<file path="src/rtl/dwr_pkg.sv">
// ----------------------------------------------------------------------------
// dwr_pkg
// Shared types and constants of the draw-without-replacement block.
// ----------------------------------------------------------------------------
package dwr_pkg;

   localparam int WORD_W     = 31;   // random word
   localparam int CNT_W      = 11;   // pool count, pool_size, left_count
   localparam int RANGE_W    = 15;   // range_start
   localparam int VALUE_W    = 16;   // drawn_value
   localparam int CSR_IDX_W  = 1;
   localparam int CSR_DATA_W = 15;
   localparam int DIV_STEP_W = $clog2(WORD_W + 1);

   localparam logic [CNT_W-1:0] POOL_SIZE_RESET = 11'd1024;

   // register indexes
   localparam logic [CSR_IDX_W-1:0] CSR_RANGE_START = 1'b0;
   localparam logic [CSR_IDX_W-1:0] CSR_POOL_SIZE   = 1'b1;

   // request kinds
   localparam logic REQ_DRAW    = 1'b0;
   localparam logic REQ_RESTART = 1'b1;

   typedef enum logic [2:0] {
      ST_IDLE,
      ST_FILL,
      ST_DIVIDE,
      ST_SELECT,
      ST_SHIFT,
      ST_DONE
   } state_type;

   typedef struct packed {
      logic load;    // reload own position
      logic shift;   // take neighbor value if at or above the draw index
   } cell_ctrl_type;

endpackage

</file>
<file path="src/rtl/dwr_cell.sv">
// ----------------------------------------------------------------------------
// dwr_cell
// One pool slot: holds an offset, reloads its position, or closes the gap.
// ----------------------------------------------------------------------------
module dwr_cell import dwr_pkg::*; #(
   parameter int IDX_W = 10,
   parameter int POS   = 0
) (
   input  logic             clock,
   input  cell_ctrl_type    ctrl,
   input  logic [IDX_W-1:0] idx,
   input  logic [IDX_W-1:0] next_value,
   output logic [IDX_W-1:0] value
);

   localparam logic [IDX_W-1:0] MY_POS = IDX_W'(POS);

   logic [IDX_W-1:0] value_ff, value_in;

   always_comb begin
      value_in = value_ff;
      if (ctrl.load) begin
         value_in = MY_POS;
      end else if (ctrl.shift && (MY_POS >= idx)) begin
         value_in = next_value;
      end
   end

   always_ff @(posedge clock) begin
      value_ff <= value_in;
   end

   assign value = value_ff;

endmodule

</file>
<file path="config.mk">
export PLATFORM = sky130hd
export DESIGN_NAME = dwr_cell
export DESIGN_NICKNAME = d
export VERILOG_FILES = /design/src/rtl/dwr_pkg.sv /design/src/rtl/dwr_cell.sv
export SDC_FILE = /design/constraint.sdc
export NUM_CORES = 1
export LEC_CHECK = 0
export BUFFER_PORTS_ARGS = -buffer_cell sky130_fd_sc_hd__buf_2
export CELL_PAD_IN_SITES_DETAIL_PLACEMENT = 1
export CELL_PAD_IN_SITES_GLOBAL_PLACEMENT = 1
export CORE_MARGIN = 2
export CORE_UTILIZATION = 30
export CTS_BUF_LIST = sky130_fd_sc_hd__clkbuf_2 sky130_fd_sc_hd__clkbuf_4 sky130_fd_sc_hd__clkbuf_8
export CTS_CLUSTER_DIAMETER = 30
export DETAILED_ROUTE_END_ITERATION = 10
export PLACE_DENSITY = 0.83
export SLEW_MARGIN = 20
export SYNTH_ARGS = -nofsm -noshare
export SYNTH_HDL_FRONTEND = slang
export SYNTH_SLANG_ARGS = --single-unit
export TNS_END_PERCENT = 5
</file>
<file path="constraint.sdc">
create_clock -name clock -period 2 [get_ports clock]
set_clock_uncertainty 0.1 [all_clocks]
set_input_delay 0.3 -clock clock [delete_from_list [all_inputs] [get_ports clock]]
set_output_delay 0.3 -clock clock [all_outputs]
set_load 0.01 [all_outputs]
</file>
==> flow_summary.json <==
{
  "setup-tns-final_ns": 0,
  "crit_type": "primary input to flop",
  "setup_viol": 0,
  "grt_pass1_wl_um": 2070,
  "syn_area_um2": 470,
  "status": "completed",
  "postCtsSetupRepairBufs": 0,
  "finalWirelength_um": 1180,
  "yosys.cell_count.top_type": "nand2b_1",
  "initial_utilization": 0.316,
  "cp_max_fo": 10,
  "pwr-share-comb": 0.091,
  "dpl_cell_area_um2": 639,
  "antenna_found_initial": 0,
  "timing.slew.headroom": 0.846,
  "clk_pin_slew_worst_paths_ns": 0.07,
  "cts_tree": "built",
  "viasPerCell": 4.55,
  "avgRoutedWirePerCell_um": 12.2,
  "grt-ovfl-total": 0,
  "clkSinkCount": 10,
  "cp.required_ns": 2.08,
  "core-area_um2": 1490,
  "dr.pass1.iters": 3,
  "power.internal_w": 0.000334,
  "p_leak_nw": 0.313,
  "synthCells": 47,
  "clk_latency_ns": 0.26,
  "min_path_type": "primary input to flop",
  "yosysTopAreaCell": "dfxtp_1",
  "multi_input_area_um2": 251,
  "drtAntennaViolNets": 0,
  "synthTopCellsByCount": "nand2b_1 (20), dfxtp_1 (10), mux2i_1 (10)",
  "cts_buffers": 3,
  "die_area_um2": 1900,
  "grt_max_degree": 21,
  "synth_seq_area_share": 0.426,
  "crit_arrival_ns": 1.27,
  "clockPowerShare": 0.427,
  "post-route-min-period_ns": 1.19,
  "power_density_nw_per_um2": 611,
  "synth-main-ff-cell": "dfxtp_1",
  "ioPinCount": 33,
  "seqCellArea_um2": 200,
  "grt_pass1_vias": 494,
  "cpPeakStageDelay_ns": 0.25,
  "io_buffer_count": 32,
  "cts-root-buf": "clkbuf_4",
  "fin_util": 0.454,
  "area_growth_pct": 43.6,
  "maxCapViolCount": 0,
  "synth_edf_count": 0,
  "async_reset_ff_frac": 0,
  "max_freq_mhz": 841,
  "cts_resized": 0,
  "netlist.area_leader.share": 0.426,
  "clockBufferDepth": 2,
  "synthTopCellsByArea": "dfxtp_1 (43%), nand2b_1 (27%), mux2i_1 (21%)",
  "end_kind": "flop",
  "synth_area_per_cell_um2": 10.0,
  "hpwl_um": 975,
  "ir_worst_vdd_mv": 0.320,
  "grt_usage": 0.150,
  "finalInstanceArea_um2": 676,
  "htreeDepth": 1,
  "fin_nets": 105,
  "maxSlewViolCount": 0,
  "power.share.switching": 0.192,
  "num_vias": 441,
  "path_cells": "buf_2 -> nor4_1 -> and3_1 -> buf_4 -> mux2i_1",
  "largest_reg_flops": 10,
  "cts_hold_buf": 0,
  "antenna_cells": 0,
  "power_switching_w": 0.0000795,
  "fillCellCount": 193,
  "pre_cts_ws_ns": 0.529,
  "rows": 14,
  "synth_warnings": 0,
  "seqPwrFrac": 0.482,
  "hold_slack_ns": 0.201,
  "critPathSlowestCell": "nor4_1",
  "finalCritPeriodShare": 0.594,
  "drive_gt1_frac": 0.457,
  "syn_nets": 70,
  "startpoint_type": "primary input",
  "tightest_slew_ns": 0.231,
  "setup_slack_ns": 0.811,
  "hold_viol": 0,
  "synthDistinctLibCells": 8,
  "rsz0062_at_grt": "false",
  "die_x_um": 43.6,
  "drt_iter0_markers": 4,
  "die_y_um": 43.6,
  "synth_seq_cells": 10,
  "gp_congestion": 0.604,
  "drcViolationCount": 0
}
## cell usage in the layout (no fill, tap or decap)
cell / instances
buf_2: 32
nand2b_1: 20
mux2i_1: 10
dfxtp_1: 10
clkbuf_4: 3
nor4_1: 2
nor3b_1: 1
and3_1: 1
clkbuf_8: 1
buf_4: 1
## power by group through the flow
stage | combinational, W | clock (W) | sequential, W
2_1_floorplan | 0.0000148 | 0 | 0.000204
3_3_place_gp | 0.0000358 | 0 | 0.000204
3_5_place_dp | 0.0000381 | 0 | 0.000204
4_1_cts | 0.0000382 | 0.000183 | 0.000199
5_1_grt | 0.0000426 | 0.000196 | 0.000199
6_report | 0.0000375 | 0.000177 | 0.000199
## metrics by stage
step / instances / total power (W)
final: 97 / 0.000413
after CTS: 97 / 0.000420
after global routing: 97 / 0.000437
after floorplan: 47 / 0.000219
after detailed placement: 93 / 0.000242
after global placement: 93 / 0.000239
## critical path, delay by kind of cell
family | cells | cell delay (ns)
buffers and inverters | 2 | 0.31
multiplexers | 1 | 0.22
AND/OR/NAND/NOR | 2 | 0.43
## worst paths after layout
check / from / end / slack, ns / depth (start not counted)
worst min register to register: value[1]$_SDFFE_PP0P_ / value[1]$_SDFFE_PP0P_ / 0.37 / 2
worst max register to register: value[5]$_SDFFE_PP0P_ / value[5]$_SDFFE_PP0P_ / 1.28 / 2
worst max-delay path: idx[9] / value[5]$_SDFFE_PP0P_ / 0.81 / 5
worst min-delay path: next_value[8] / value[8]$_SDFFE_PP0P_ / 0.20 / 3
## per-layer routing
layer / vias up / track usage / wire length [um]
li1: 223 / - / -
met5: - / 0 / 0
met4: 0 / 0.0545 / 0
met1: 204 / 0.170 / 463
met3: 0 / 0.0542 / 79
met2: 14 / 0.256 / 639
## layout make-up
type	instances	area share
multi-input cells	34	0.372
repair buffers	33	0.248
well taps	16	0.0296
clock buffers	4	0.0537
flip-flops and latches	10	0.296
## cells by family (layout without fill, tap and decap cells)
logic type / count (synthesis) / after routing / share of synthesized area
buf+inv: 3 / 37 / 0.0399
simple gates: 24 / 24 / 0.322
flops: 10 / 10 / 0.426
mux: 10 / 10 / 0.213
Note: power is estimated with default switching activity, not from simulation.
