### config.mk
export PLATFORM = sky130hd
export DESIGN_NAME = dwr_div
export DESIGN_NICKNAME = d
export VERILOG_FILES = /design/src/rtl/dwr_pkg.sv /design/src/rtl/dwr_div.sv
export SDC_FILE = /design/constraint.sdc
export NUM_CORES = 1
export LEC_CHECK = 0
export ABC_AREA = 1
export CELL_PAD_IN_SITES_DETAIL_PLACEMENT = 1
export CELL_PAD_IN_SITES_GLOBAL_PLACEMENT = 1
export CORE_MARGIN = 2
export CORE_UTILIZATION = 40
export DETAILED_ROUTE_END_ITERATION = 10
export DONT_BUFFER_PORTS = 1
export PLACE_DENSITY_LB_ADDON = 0.1
export SLEW_MARGIN = 15
export SYNTH_ARGS = -nofsm -noshare
export SYNTH_HDL_FRONTEND = slang
export SYNTH_SLANG_ARGS = --single-unit
### constraint.sdc
create_clock -name clock -period 2 [get_ports clock]
set_input_delay 0.2 -clock clock [delete_from_list [all_inputs] [get_ports clock]]
set_output_delay 0.2 -clock clock [all_outputs]
set_load 0.03 [all_outputs]
### src/rtl/dwr_pkg.sv
// ----------------------------------------------------------------------------
// dwr_pkg
// Shared types and constants of the draw-without-replacement block.
// ----------------------------------------------------------------------------
package dwr_pkg;

   localparam int WORD_W     = 31;   // random word
   localparam int CNT_W      = 11;   // pool count, pool_size, left_count
   localparam int RANGE_W    = 15;   // range_start
   localparam int VALUE_W    = 16;   // drawn_value
   localparam int CSR_IDX_W  = 1;
   localparam int CSR_DATA_W = 15;
   localparam int DIV_STEP_W = $clog2(WORD_W + 1);

   localparam logic [CNT_W-1:0] POOL_SIZE_RESET = 11'd1024;

   // register indexes
   localparam logic [CSR_IDX_W-1:0] CSR_RANGE_START = 1'b0;
   localparam logic [CSR_IDX_W-1:0] CSR_POOL_SIZE   = 1'b1;

   // request kinds
   localparam logic REQ_DRAW    = 1'b0;
   localparam logic REQ_RESTART = 1'b1;

   typedef enum logic [2:0] {
      ST_IDLE,
      ST_FILL,
      ST_DIVIDE,
      ST_SELECT,
      ST_SHIFT,
      ST_DONE
   } state_type;

   typedef struct packed {
      logic load;    // reload own position
      logic shift;   // take neighbor value if at or above the draw index
   } cell_ctrl_type;

endpackage

### src/rtl/dwr_div.sv
// ----------------------------------------------------------------------------
// dwr_div
// Restoring remainder unit: one quotient bit per cycle over the random word.
// ----------------------------------------------------------------------------
module dwr_div import dwr_pkg::*; (
   input  logic             clock,
   input  logic             reset,
   input  logic             start,
   input  logic [WORD_W-1:0] dividend,
   input  logic [CNT_W-1:0]  divisor,
   output logic             done,
   output logic [CNT_W-1:0]  remainder
);

   logic                  busy_ff, busy_in;
   logic                  done_ff, done_in;
   logic [DIV_STEP_W-1:0] step_ff, step_in;
   logic [WORD_W-1:0]     quo_ff, quo_in;
   logic [CNT_W-1:0]      rem_ff, rem_in;
   logic [CNT_W-1:0]      div_ff, div_in;
   logic [CNT_W:0]        shifted;
   logic [CNT_W:0]        diff;

   assign shifted = {rem_ff, quo_ff[WORD_W-1]};
   assign diff    = shifted - {1'b0, div_ff};

   always_comb begin
      busy_in = busy_ff;
      done_in = 1'b0;
      step_in = step_ff;
      quo_in  = quo_ff;
      rem_in  = rem_ff;
      div_in  = div_ff;
      if (start) begin
         busy_in = 1'b1;
         step_in = DIV_STEP_W'(WORD_W);
         quo_in  = dividend;
         rem_in  = '0;
         div_in  = divisor;
      end else if (busy_ff) begin
         // remainder stays below the divisor, so the result fits CNT_W bits
         rem_in  = (shifted >= {1'b0, div_ff}) ? diff[CNT_W-1:0] : shifted[CNT_W-1:0];
         quo_in  = {quo_ff[WORD_W-2:0], 1'b0};
         step_in = step_ff - 1'b1;
         if (step_ff == DIV_STEP_W'(1)) begin
            busy_in = 1'b0;
            done_in = 1'b1;
         end
      end
   end

   always_ff @(posedge clock) begin
      if (reset) begin
         busy_ff <= 1'b0;
         done_ff <= 1'b0;
         step_ff <= '0;
      end else begin
         busy_ff <= busy_in;
         done_ff <= done_in;
         step_ff <= step_in;
      end
   end

   always_ff @(posedge clock) begin
      quo_ff <= quo_in;
      rem_ff <= rem_in;
      div_ff <= div_in;
   end

   assign done      = done_ff;
   assign remainder = rem_ff;

endmodule

==> results.txt, run 1 <==
* Outcome: complete, no violations
- P_sw: 0.7665 mW
- Among the stages of the critical path, the cell type that occurs most often is sky130_fd_sc_hd__nand3_1.
- At the worst endpoint, the arrival time is 2.06 ns.
- The count of buffers added on input and output ports is 0.
- Data on the critical path is required at its endpoint by ~2.2 ns.
- Total CTS buffers: 9
* Mapped Avg Cell Area: 8.066 µm²
* Non-Filler Cell Area, Final: 3775 µm²
* Nets@finish: slightly below 500
- P per Cell Area: 770.2 nW/µm²
* Largest net degree at the start of global routing: 37
* Slew HR: a little under half
- Maximum vdd ir drop: ~0.56 mV
* Warning count from the yosys run: 0
- Leaving out fill and tap cells, the most frequent cell in the layout is sky130_fd_sc_hd__nand2_1.
* Initial antenna violation count: 0
- Design Power: between 2 and 3 mW
- The detailed router placed 2645 vias in this run.
- After detailed routing, the number of vias per cell comes to 4.898.
* Post-synthesis net count: between 400 and 500
- Cell with the largest stage delay on the worst path: sky130_fd_sc_hd__fa_2
* Cell-by-cell trace of the critical path: inv_1 -> ha_2 -> fa_2 -> inv_1 -> nand3_1 -> nand3_1 -> nand2_2 -> nand3_2 -> buf_4 -> nand2_1 -> nand3_1 -> o21ai_0
- # DRC: 0
- The analysis attributes to cell leakage a power of roughly 1.9 nW.
- Routability congestion estimate: between 0.8 and 0.9
- Of the total power, registers draw about half.
- Counting along the longest clock path gives a buffer depth of 2.
- The min-delay analysis places its worst path in the category in -> reg.
* Routed wire length per instance: 14.61 µm
* Root buffer selected by CTS: sky130_fd_sc_hd__clkbuf_8
* Switching Fraction: 26.37%
* Detailed placer's ending HPWL: 5571 µm
- The floorplan step defined a die boundary enclosing 8821 µm².
- After synthesis, flip-flops and latches occupy 50.14% of the total area.
- The count of final max-slew check failures came to 0.
- Combinational share of power: 12.0%
- Type of destination of the critical path: flip-flop
- Vias in the first global route: 2769
- Share of the clock period used by the worst path: between 90% and 100%
* CP Buf/Inv Count: 3
- Initial core utilization: between 40% and 50%
- Count of final hold-check violations: 0
* Row Count: 32
- Synthesis handed over a netlist of between 400 and 500 instances.
- The first global-routing pass estimated between 10000 and 15000 µm of wire.
- Post-CTS timing repair inserted 0 buffers for setup.
* ANT nets after route: 0
* WS Path Type: reg -> reg
- Detailed router's first-iteration violation count: roughly 80
* Highest Clock Rate: 0.5401 GHz
- STA classifies the critical path startpoint as a flip-flop.
* Synthesis-stage register bit count: 60
- Gr ovfl total: 0
- Min Clock Period, post-route: 1.851 ns
* Chip width: 93.92 µm
- Pin placement for this block handled 57 I/O pins.
- For this run, the total global-route usage over all layers was measured as 19.86%.
* Final Skew: 0.01305 ns
- Post-Syn Area: between 3000 and 4000 µm²
- Unique cell type count in the Yosys netlist: 30
- The core region is 7767 µm².
* Final-report setup violation count: 0
- Clock slew at reported path FFs: 0.07 ns
* Diodes inserted: 0
- Fraction of final layout cells sized beyond drive strength 1: 12.33%
- In this run the number of H-tree levels came out at 3.
- The top cell types in the final layout, fill and taps aside, are sky130_fd_sc_hd__nand2_1 (165), sky130_fd_sc_hd__inv_1 (63), sky130_fd_sc_hd__edfxtp_1 (42).
* Die height: 93.92 µm
- Of all nets on the critical path, the largest fanout is 5.
- Area growth, synth to finish: 16.71%
- Per report_power, the clock group accounts for 37.1% of the total.
- Clock net sink count: 60
- Setup repair after global routing missed its margin: false
* Count of TritonRoute iterations in the first routing pass: 4
- Clock latency reported for the late side of the worst-skew pair: 0.35 ns
- Worst path top cell family by delay: adder cells
* Setup TNS: 0 ns
- Max incr delay on CP: 0.35 ns
- Total placed instance area: 3445 µm²
- Clock tree from TritonCTS: done
- The final layout contains routed wiring with a total length of between 7000 and 8000 µm.
- Cell internal power was estimated by the tool at 2.141 mW.
- At the pin with the least slew margin, the transition time is 0.7873 ns.
- Across the run, the number of max-cap violations was 0.
==> synth_stat cells, drive strengths merged <==
| cell | count | area share, % |
|---|---|---|
| a21oi | 6 | 1.0 |
| a221oi | 1 | 0.27 |
| a31oi | 2 | 0.39 |
| buf | 7 | 1.5 |
| clkbuf | 5 | 0.58 |
| dfxtp | 18 | 11 |
| edfxtp | 42 | 39 |
| fa | 1 | 0.62 |
| ha | 13 | 5.0 |
| inv | 66 | 7.7 |
| nand2 | 170 | 20 |
| nand3 | 30 | 5.7 |
| nand4 | 14 | 2.7 |
| nor2 | 12 | 1.5 |
| nor4 | 1 | 0.19 |
| o211ai | 1 | 0.23 |
| o21ai | 7 | 1.1 |
| o31ai | 1 | 0.23 |
| or2 | 1 | 0.19 |
| xnor2 | 2 | 0.54 |
| xor2 | 1 | 0.27 |
==> per-layer routing <==
metal / wire [µm] / GRT usage, %
met2: 3793 / 32.26
met5: 0 / 0
met1: 3676 / 25.87
met3: 299 / 4.735
met4: 123 / 7.005
==> final timing paths <==
kind | cells after the start | startpoint | slack [ns] | endpoint
worst max register to register | 12 | quo_ff[30]$_DFFE_PP_ | 0.15 | remainder[0]$_SDFFE_PP0P_
worst min-delay path | 2 | dividend[0] | 0.03 | quo_ff[0]$_SDFFCE_PN0P_
worst min register to register | 2 | step_ff[4]$_SDFFE_PP0P_ | 0.49 | step_ff[4]$_SDFFE_PP0P_
worst max-delay path | 12 | quo_ff[30]$_DFFE_PP_ | 0.15 | remainder[0]$_SDFFE_PP0P_
==> sequential cells by signal, summed over array words and instances (netlist names) <==
| register | cells |
|---|---|
| busy_ff | 1 |
| done | 1 |
| div_ff | 11 |
| quo_ff | 31 |
| remainder | 11 |
| step_ff | 5 |
==> power by group through the flow <==
stage               combinational (mW)  clock [mW]  sequential (mW)
floorplan                        0.242           0             1.51
global placement                 0.311           0             1.50
detailed placement               0.319           0             1.51
CTS                              0.350        1.12             1.48
global route                     0.401        1.17             1.49
finish                           0.348        1.08             1.48
==> area by class of cell <==
class | instances | area, µm²
Fill cell | 963 | 3993
Sequential cell | 60 | 1622
Multi-Input combinational cell | 263 | 1303
Timing Repair Buffer | 33 | 284.0
Inverter | 66 | 247.7
Tap cell | 102 | 127.6
Clock buffer | 9 | 123.9
Clock inverter | 7 | 67.56
==> cells by family after synthesis <==
group                    share of synthesized area (%)
XOR/XNOR                                        0.8125
adder cells (fa/ha/maj)                          5.648
flip-flops                                       50.14
AO/OA/AOI/OAI                                    3.249
AND/OR/NAND/NOR                                  30.41
buffers and inverters                            9.748
==> per-stage QoR <==
stage / util [%] / worst slack [ns] / hold slack, ns / cells
6_report: 48.60 / 0.1486 / 0.02842 / 540
5_1_grt: 48.60 / 0.02286 / 0.01914 / 540
4_1_cts: 48.49 / 0.05779 / 0.009097 / 540
3_5_place_dp: 44.35 / 0.05727 / 0.2746 / 511
3_3_place_gp: 44.35 / 0.1425 / 0.2715 / 511
2_1_floorplan: - / 0.06464 / 0.2694 / 401
==> what timing repair did <==
item	4_1_cts	5_1_grt
hold buffers	13	0
gates resized for setup	0	3
endpoints found under the hold margin	27	0
endpoints found under the setup margin	0	11
(Power assumes the default switching activity.)
==> run 2, diff against run 1 <==
--- a/config.mk
+++ b/config.mk
@@ -9,7 +9,7 @@
 export CELL_PAD_IN_SITES_DETAIL_PLACEMENT = 1
 export CELL_PAD_IN_SITES_GLOBAL_PLACEMENT = 1
 export CORE_MARGIN = 2
-export CORE_UTILIZATION = 40
+export CORE_UTILIZATION = 47
 export DETAILED_ROUTE_END_ITERATION = 10
 export DONT_BUFFER_PORTS = 1
 export PLACE_DENSITY_LB_ADDON = 0.1
==> constraint.sdc (replaced) <==
create_clock -name clock -period 2 [get_ports clock]
set_input_delay 0.1 -clock clock [delete_from_list [all_inputs] [get_ports clock]]
set_output_delay 0.1 -clock clock [all_outputs]
set_load 0.03 [all_outputs]
==> run 2 against run 1 <==
  * Combinational power rose by 19%
  * Largest cell class unchanged
  * Largest power group unchanged
  * Non-clock buffer count rose by 29
  * Clock skew fell by 0.0056 ns
  * Via count rose by 5.9%
  * Die area fell by 14%
  * Register-to-register slack got worse by 0.03 ns
==> results.txt, run 2 (same netlist as run 1, synthesis figures left out) <==
- The sort of element at the start of the critical path was a flip-flop (unchanged).
* Fraction of final layout cells sized beyond drive strength 1: 11.35% (was 12.33%)
- The number of I/O port buffers was 0 (unchanged).
- The most common cell after layout, fill and taps aside is sky130_fd_sc_hd__nand2_1 (unchanged).
- Actual transition at the worst max-transition pin: 0.6724 ns (was 0.7873 ns)
- Total Wirelength: 8439 µm (was 7892 µm)
- Largest net degree at the start of global routing: 46 (was 37)
- Clock slew at reported path FFs: 0.07 ns (about the same)
* Final Skew: 0.007465 ns (was 0.01305 ns)
* Cell-by-cell trace of the critical path: ha_2 -> fa_2 -> inv_2 -> nand3_1 -> nand3_1 -> nand2_2 -> nand3_4 -> buf_12 -> nand3_2 -> nand3_1 -> nand2_1 (was inv_1 -> ha_2 -> fa_2 -> inv_1 -> nand3_1 -> nand3_1 -> nand2_2 -> nand3_2 -> buf_4 -> nand2_1 -> nand3_1 -> o21ai_0)
- Die outline area: 7561 µm² (was 8821 µm²)
- The count of final max-slew check failures came to 0 (unchanged).
- The growth of design area from synthesis to finish came to 26.62% (was 16.71%).
- Outcome: complete, no violations (unchanged)
- The clock latency at the later pin of the worst-skew pair was 0.34 ns (was 0.35 ns).
- Largest Register: quo_ff (unchanged)
* Total via count after detailed routing: 2802 (was 2645)
- Vias in the first global route: 3189 (was 2769)
- The CTS root buffer was sky130_fd_sc_hd__clkbuf_8 (unchanged).
* Row Count: 30 (was 32)
* Class of the tightest hold or removal check: in -> reg (unchanged)
* Count of final hold-check violations: 0 (unchanged)
* Clock tree from TritonCTS: done (unchanged)
* Most common cell type on the critical path: sky130_fd_sc_hd__nand3_1 (unchanged)
- Number of cells in the finished layout apart from fillers: 547 (was 540)
- The power density over the cells was 761.1 nW/µm² (was 770.2 nW/µm²).
- Type of destination of the critical path: flip-flop (unchanged)
- The width of the die came to 86.96 µm (was 93.92 µm).
- Worst path top cell family by delay: simple AND/OR/NAND/NOR gates (was adder cells)
* Diodes inserted: 0 (unchanged)
* Cell with the largest stage delay on the worst path: sky130_fd_sc_hd__edfxtp_1 (was sky130_fd_sc_hd__fa_2)
- The total buffers and inverters traversed by the critical path came to 2 (was 3).
* Initial antenna violation count: 0 (unchanged)
* Total of max-cap violations: 0 (unchanged)
* Non-Filler Cell Area, Final: 4095 µm² (was 3775 µm²)
- Initial core utilization: 48.14% (was 41.64%)
- The wire length per cell after detailed routing is 15.43 µm (was 14.61 µm).
- Most frequent cells in the layout: sky130_fd_sc_hd__nand2_1 (165), sky130_fd_sc_hd__inv_1 (62), sky130_fd_sc_hd__dlygate4sd3_1 (43) (was sky130_fd_sc_hd__nand2_1 (165), sky130_fd_sc_hd__inv_1 (63), sky130_fd_sc_hd__edfxtp_1 (42))
- The worst hold margin came to 0.06571 ns (was 0.02842 ns).
- WS Path Type: reg -> reg (unchanged)
- Min Clock Period, post-route: 1.878 ns (was 1.851 ns)
* Worst-path maximum fanout: 6 (was 5)
- The initial detailed-routing violation count came to 88 (was 81).
- Critical path data required time: 2.22 ns (was 2.21 ns)
- Number of buffers on the longest clock path: 2 (unchanged)
- The post-route DRC violation count came to 0 (unchanged).
* Final-report setup violation count: 0 (unchanged)
- The average vias per placed instance is 5.122 (was 4.898).
* Clock net sink count: 60 (unchanged)
- Share of the clock period used by the worst path: 93.88% (was 92.57%)
- The global placement routability congestion was 0.8522 (was 0.8183).
* Highest Clock Rate: 0.5326 GHz (was 0.5401 GHz)
- The final global-route overflow total came to 0 (unchanged).
- The global-route wire length before repair came to 14570 µm (was 13170 µm).
- Count of TritonRoute iterations in the first routing pass: 4 (unchanged)
- Max incr delay on CP: 0.39 ns (was 0.35 ns)
- The I/O pin count came to 57 (unchanged).
- The CTS buffer count is 9 (unchanged).
- The number of flip-flops under the largest register name was 31 (unchanged).
- The leakage power was 2.022 nW (was 1.880 nW).
- Total GRT Usage: 25.34% (was 19.86%)
- The cell count after placement was 486 (was 511).
- Total placed instance area: 3407 µm² (was 3445 µm²)
* Maximum vdd ir drop: 0.4137 mV (was 0.5595 mV)
- Nets@finish: 521 (was 492)
* ANT nets after route: 0 (unchanged)
* Slew HR: 55.00% (was 47.34%)
* Detailed placer's ending HPWL: 5714 µm (was 5571 µm)
- The area of the core region is 6719 µm² (was 7767 µm²).
- The height of the die is 86.96 µm (was 93.92 µm).
- Design Power: 3.117 mW (was 2.907 mW)
- Critical path arrival: 2.10 ns (was 2.06 ns)
- The number of levels in the clock H-tree is 3 (unchanged).
==> run 2: final cells by class <==
type / count / area [µm²]
Timing Repair Buffer: 62 / 598.1
Multi-Input combinational cell: 263 / 1310
Inverter: 66 / 247.7
Fill cell: 819 / 2624
Tap cell: 80 / 100.1
Sequential cell: 60 / 1622
Clock buffer: 12 / 145.1
Clock inverter: 4 / 72.57
==> run 2: worst paths after layout <==
check                           cells after the start                    start                   endpoint  slack, ns
worst max-delay path                               11      div_ff[0]$_DFFE_PP_  remainder[6]$_SDFFE_PP0P_       0.12
worst min-delay path                                2                    start    step_ff[1]$_SDFFE_PP0P_       0.07
worst max register to register                     11      div_ff[0]$_DFFE_PP_  remainder[6]$_SDFFE_PP0P_       0.12
worst min register to register                      2  step_ff[4]$_SDFFE_PP0P_    step_ff[4]$_SDFFE_PP0P_       0.50
==> run 2: metal layers <==
layer | up-vias | track usage (%) | routed length, µm
met5 | - | 0 | 0
met4 | 0 | 11.08 | 226
met3 | 19 | 5.403 | 250
met2 | 57 | 45.59 | 4506
met1 | 1334 | 28.69 | 3457
li1 | 1392 | - | -
==> run 2: what timing repair did <==
action	4_1_cts	5_1_grt
setup endpoints to repair	2	6
setup buffers	0	1
endpoints found under the hold margin	60	0
gates resized for setup	1	3
hold buffers	44	0
==> run 2: metrics by stage <==
step	setup slack [ns]	TNS, ns	util (%)
final	0.1223	0	60.95
after global routing	-0.001459	-0.001459	60.95
after global placement	0.1389	0	50.71
after floorplan	0.06464	0	-
after detailed placement	-0.005316	-0.005316	50.71
after CTS	0.02922	0	60.69
==> run 2: power breakdown <==
part	internal (mW)	total (mW)	switching (mW)
Clock	0.735	1.22	0.481
Sequential	1.45	1.49	0.0397
Combinational	0.170	0.413	0.243
Total	2.35	3.12	0.764
